[src/greedy_box_nms_top_defines.svh]
// assertion macros for the greedy box suppression block
// used by greedy_box_nms_top; no other dependencies
`ifndef GREEDY_BOX_NMS_TOP_DEFINES_SVH
`define GREEDY_BOX_NMS_TOP_DEFINES_SVH

`ifndef SYNTHESIS

`define GBNMS_ASSERT_IMPL(label, clk, rst_n, ante, cons) \
	label: assert property (@(posedge clk) disable iff (!rst_n) (ante) |-> (cons)) \
		else $error("same-cycle check failed");

`define GBNMS_ASSERT_NEXT(label, clk, rst_n, ante, cons) \
	label: assert property (@(posedge clk) disable iff (!rst_n) (ante) |=> (cons)) \
		else $error("next-cycle check failed");

`else

`define GBNMS_ASSERT_IMPL(label, clk, rst_n, ante, cons)

`define GBNMS_ASSERT_NEXT(label, clk, rst_n, ante, cons)

`endif

`endif

[src/gbnms_pkg.sv]
// shared types and constants for the greedy box suppression block
// no dependencies
package gbnms_pkg;

	localparam int MAX_KEPT_DEF   = 128;
	localparam int COORD_BITS_DEF = 16;

	localparam int FIELD_COORD_W = 16;
	localparam int LEN_W         = 15;
	localparam int AREA_W        = 30;
	localparam int SUM_W         = 31;
	localparam int THR_W         = 16;
	localparam int PROD_W        = 47;
	localparam int IDX_W         = 16;
	localparam int CNT_OUT_W     = 8;

	localparam logic [THR_W-1:0] THR_RESET = 16'd29491;

	typedef enum logic [1:0] {
		ST_IDLE,
		ST_SCAN,
		ST_DRAIN,
		ST_DONE
	} gbnms_state_t;

	// one compare result leaving the overlap pipeline
	typedef struct packed {
		logic valid;
		logic over;
	} iou_res_t;

endpackage

[src/gbnms_iou.sv]
// overlap test pipeline: one kept box against the current box per cycle
// depends on gbnms_pkg
module gbnms_iou #(
	parameter int EDGE_W = 17
) (
	input  logic                              clk,
	input  logic                              arst_n,
	input  logic                              in_valid,
	input  logic signed [EDGE_W-1:0]          cur_left,
	input  logic signed [EDGE_W-1:0]          cur_top,
	input  logic signed [EDGE_W-1:0]          cur_right,
	input  logic signed [EDGE_W-1:0]          cur_bottom,
	input  logic signed [EDGE_W-1:0]          kept_left,
	input  logic signed [EDGE_W-1:0]          kept_top,
	input  logic signed [EDGE_W-1:0]          kept_right,
	input  logic signed [EDGE_W-1:0]          kept_bottom,
	input  logic [gbnms_pkg::AREA_W-1:0]      cur_area,
	input  logic [gbnms_pkg::AREA_W-1:0]      kept_area,
	input  logic [gbnms_pkg::THR_W-1:0]       threshold,
	output gbnms_pkg::iou_res_t               res,
	output logic                              busy
);
	import gbnms_pkg::*;

	logic                     v_s2, v_s3, v_s4, v_s5, v_s6;
	logic signed [EDGE_W-1:0] lo_x_s2, hi_x_s2, lo_y_s2, hi_y_s2;
	logic [SUM_W-1:0]         sum_s2, sum_s3, sum_s4;
	logic signed [EDGE_W:0]   dx, dy;
	logic [LEN_W-1:0]         iw_s3, ih_s3;
	logic [AREA_W-1:0]        inter_s4, inter_s5, inter_s6;
	logic [SUM_W-1:0]         uni_s5;
	logic [PROD_W-1:0]        prod_s6;
	iou_res_t                 res_q;

	always_ff @(posedge clk or negedge arst_n) begin
		if (!arst_n) begin
			v_s2  <= 1'b0;
			v_s3  <= 1'b0;
			v_s4  <= 1'b0;
			v_s5  <= 1'b0;
			v_s6  <= 1'b0;
			res_q <= '0;
		end else begin
			v_s2        <= in_valid;
			v_s3        <= v_s2;
			v_s4        <= v_s3;
			v_s5        <= v_s4;
			v_s6        <= v_s5;
			res_q.valid <= v_s6;
			res_q.over  <= v_s6 && ({1'b0, inter_s6, 16'b0} > prod_s6);
		end
	end

	assign dx = {hi_x_s2[EDGE_W-1], hi_x_s2} - {lo_x_s2[EDGE_W-1], lo_x_s2};
	assign dy = {hi_y_s2[EDGE_W-1], hi_y_s2} - {lo_y_s2[EDGE_W-1], lo_y_s2};

	always_ff @(posedge clk) begin
		// intersection bounds
		lo_x_s2 <= (cur_left > kept_left) ? cur_left : kept_left;
		hi_x_s2 <= (cur_right < kept_right) ? cur_right : kept_right;
		lo_y_s2 <= (cur_top > kept_top) ? cur_top : kept_top;
		hi_y_s2 <= (cur_bottom < kept_bottom) ? cur_bottom : kept_bottom;
		sum_s2  <= {1'b0, cur_area} + {1'b0, kept_area};
		// overlap never exceeds the shorter side, so it fits the length width
		iw_s3   <= (!dx[EDGE_W] && dx != '0) ? dx[LEN_W-1:0] : '0;
		ih_s3   <= (!dy[EDGE_W] && dy != '0) ? dy[LEN_W-1:0] : '0;
		sum_s3  <= sum_s2;
		inter_s4 <= {{(AREA_W-LEN_W){1'b0}}, iw_s3} * {{(AREA_W-LEN_W){1'b0}}, ih_s3};
		sum_s4   <= sum_s3;
		uni_s5   <= sum_s4 - {1'b0, inter_s4};
		inter_s5 <= inter_s4;
		prod_s6  <= {{(PROD_W-THR_W){1'b0}}, threshold} * {{(PROD_W-SUM_W){1'b0}}, uni_s5};
		inter_s6 <= inter_s5;
	end

	assign res  = res_q;
	assign busy = v_s2 | v_s3 | v_s4 | v_s5 | v_s6 | res_q.valid;

endmodule

[config.mk]
export PLATFORM = sky130hd
export DESIGN_NAME = gbnms_iou
export DESIGN_NICKNAME = d
export VERILOG_FILES = /design/src/greedy_box_nms_top_defines.svh /design/src/gbnms_pkg.sv /design/src/gbnms_iou.sv
export SDC_FILE = /design/constraint.sdc
export NUM_CORES = 2
export LEC_CHECK = 0
export ABC_AREA = 0
export BUFFER_PORTS_ARGS = -buffer_cell sky130_fd_sc_hd__buf_2
export CAP_MARGIN = 0
export CORE_ASPECT_RATIO = 0.75
export CORE_MARGIN = 4
export CORE_UTILIZATION = 30
export DETAILED_ROUTE_END_ITERATION = 8
export HOLD_SLACK_MARGIN = 0.03
export RECOVER_POWER = 50
export REMOVE_ABC_BUFFERS = 1
export SYNTH_ARGS = -nofsm -noshare
export SYNTH_HDL_FRONTEND = slang
export SYNTH_SLANG_ARGS = --single-unit
[constraint.sdc]
create_clock -name clk -period 11.74 [get_ports clk]
set_input_delay 0.587 -clock clk [delete_from_list [all_inputs] [get_ports clk]]
set_output_delay 0.587 -clock clk [all_outputs]
set_load 0.1 [all_outputs]
==> impl_results.md <==
- Crit start category: flop
- Initial core utilization: a little under a third
- Main synth FF type: dfxtp_1
- Syn Std Cell Area: ~38,000 sq um
- Global route overflow: 0
- Min Tclk post-route: around 6.9 ns
- Core Util, Final: roughly 34%
- GPL Wtd Cong: ~0.87
- Post-CTS Setup Repair Bufs: 0
- Worst-path clk slew: ~0.06 ns
- First-pass GRT wire length: approximately 150,000 um
- Yosys cell types: 82
- Delay-heaviest family, CP: adder cells
- Critical path type: flop to flop
- Number of synthesized flops with an enable pin: 0
- IO Pins: 218
- Max-Cap Viols: 1
- Critical path cell sequence: nand2_1 -> fa_1 -> fa_1 -> fa_1 -> fa_1 -> inv_1 -> fa_1 -> fa_1 -> ha_1 -> a211o_1 -> a211o_1 -> nor3_2 -> nor4_1 -> o21ai_2 -> o211ai_2 -> o31ai_2 -> o21ai_0 -> xor2_1
- Vias in the first global route: around 29k
- Die Height: 316.6 um
- Routed len/inst: approximately 16 um
- Number of synthesized register bits: roughly 370
- HPWL after DPL: 75,170 um
- # nets final: between 5k and 6k
- Max stage delay on crit path: roughly 0.96 ns
- Fin. max-slew vios: 32
- Layout cell share with drive strength beyond 1: under 10%
- Buffers and inverters on the worst path: 1
- Async set-reset flop share out of synthesis: roughly 1.9%
- Status: finished, violations left
- CP Max Fanout: 16
- Clock root cell: clkbuf_16
- CTS Buf Count: 42
- Final worst path period share: 58.46%
- Buffer depth of the longest clock path: 3
- Peak Freq: 145.7 MHz
- Final Setup Violations: 0
- Largest net degree at the start of global routing: 32
- Setup_tns: 0 ns
- Worst path most repeated cell: fa_1
- DR vias: approximately 27k
- Routed vias/inst: around 4.5
- Initial DRC Count: around 1.3k
- I/O Buffers: 217
- Syn avg cell area: just over 9 sq um
- Drt first pass iters: 5
- Worst-Margin Slew: 1.709 ns
- RSZ-0062 raised after global routing: false
- Max transition margin: -13.93%
- Worst Path Arrival: about 7.3 ns
- Final Skew: roughly 0.015 ns
- Worst hold path type: input pin to flop
- CTS H-tree depth: 2
- Resized Gates After CTS: 0
- Area share of the largest cell type after synthesis: 30.23%
- Yosys top cell by area: fa_1
- Worst-skew pair later-pin latency: ~0.56 ns
- GR Util All Layers: between 10% and 20%
- Die Wd: roughly 420 um
- Top post-synthesis cells by count: inv_1 (784), fa_1 (575), nand2_1 (494)
- Hold_buf cts: 1
- Failing checks: max-capacitance violations, max-slew violations
- DRC errors left: 0
- CTS tree: yes
- Critical Path RT: 12.17 ns
- Routed Antenna Nets: 0
- Die area: 132,800 sq um
- Clock sink total: approximately 370
- FP Rows: 112
- Final wirelength: between 90,000 and 100,000 um
- Most common cell in the netlist: inv_1
- Cell at the slowest stage of the critical path: dfxtp_1
- Synth Warn #: 0
- Syn Inst Count: approximately 4.1k
- Core Area: approximately 130,000 sq um
- Critical Path End Type: flop
- Top cells by area, synth: fa_1 (30%), dfxtp_1 (19%), ha_1 (13%)
- Synth-to-layout area growth: 11.06%
- Initial antenna violation count: 4
- Fin. Hold Viols: 0
- Seq/Total Area, Yosys: 19.33%
layer usage:
metal	vias up	GRT usage [%]	wire [um]
met1	12930	20.47	44210
met3	108	3.116	6628
met5	-	0	12
met2	740	22.33	39870
met4	2	3.760	2481
li1	13030	-	-
metrics by stage:
step	worst slack (ns)	std cells	hold slack, ns	instance area, sq um
finish	4.877	5906	0.1349	42290
detailed placement	4.650	5832	0.3121	40830
CTS	4.867	5905	0.09449	42320
floorplan	5.835	3951	0.2914	37590
global placement	4.723	5832	0.3103	40830
global route	4.498	5905	0.1121	42290
final cells by class:
type                            count  area, sq um
Antenna cell                        1        2.502
Clock buffer                       56         1204
Tap cell                         1653         2068
Timing Repair Buffer              229         1164
Inverter                          784         2943
Fill cell                       12930        82990
Clock inverter                     16        276.5
Multi-Input combinational cell   2801        27270
Sequential cell                   366         7362
sequential cells by signal (all words and copies together), names as in the netlist, 15 cells and up:
register  cells
iw_s3        15
prod_s6      47
inter_s4     30
sum_s4       31
sum_s2       31
inter_s6     30
sum_s3       31
hi_y_s2      17
lo_x_s2      17
lo_y_s2      17
inter_s5     30
ih_s3        15
uni_s5       31
hi_x_s2      17
worst paths after layout:
path / startpoint / end / slack [ns] / cells after the start
worst max-delay path: uni_s5[10] / prod_s6[37] / 4.88 / 18
worst min-delay path: in_valid / v_s2 / 0.13 / 1
worst max register to register: uni_s5[10] / prod_s6[37] / 4.88 / 18
worst min register to register: sum_s2[14] / sum_s3[14] / 0.32 / 0
max in group asynchronous: arst_n / res[1] / 10.75 / 2
min in group asynchronous: arst_n / v_s6 / 0.57 / 2
placed cells by master, fill, tap and decap left out, drive strengths merged, types with 14 or more instances in the layout:
master,n
ha,403
nand4,24
o21a,29
and3,14
fa,575
and2,302
a31oi,14
clkbuf,64
a21o,96
nor2,137
nor2b,27
nand3,40
xor2,41
inv,788
nor3,34
nand2b,20
a21oi,141
nand2,494
xnor2,90
buf,220
dfxtp,359
mux2,67
o21ai,78
o21bai,15
a211oi,30
worst register-to-register path, stage by stage (launching register included):
cell      delay (ns)
dfxtp_1         0.96
nand2_1         0.21
fa_1            0.54
fa_1            0.58
fa_1            0.45
fa_1            0.55
inv_1           0.05
fa_1            0.50
fa_1            0.43
ha_1            0.35
a211o_1         0.31
a211o_1         0.27
nor3_2          0.16
nor4_1          0.12
o21ai_2         0.22
o211ai_2        0.13
o31ai_2         0.51
o21ai_0         0.21
xor2_1          0.18
cell families after synthesis:
group	count (synthesis)	share of synthesized area, %
AO/OA/AOI/OAI	482	8.483
XOR/XNOR	131	3.013
adder cells (fa/ha/maj)	978	43.47
buffers and inverters	907	9.022
flip-flops	366	19.33
multiplexers	69	2.165
AND/OR/NAND/NOR	1141	14.52
Power is not shown: default switching activity piles up to over one toggle a cycle in this logic, so the estimate is an artifact.
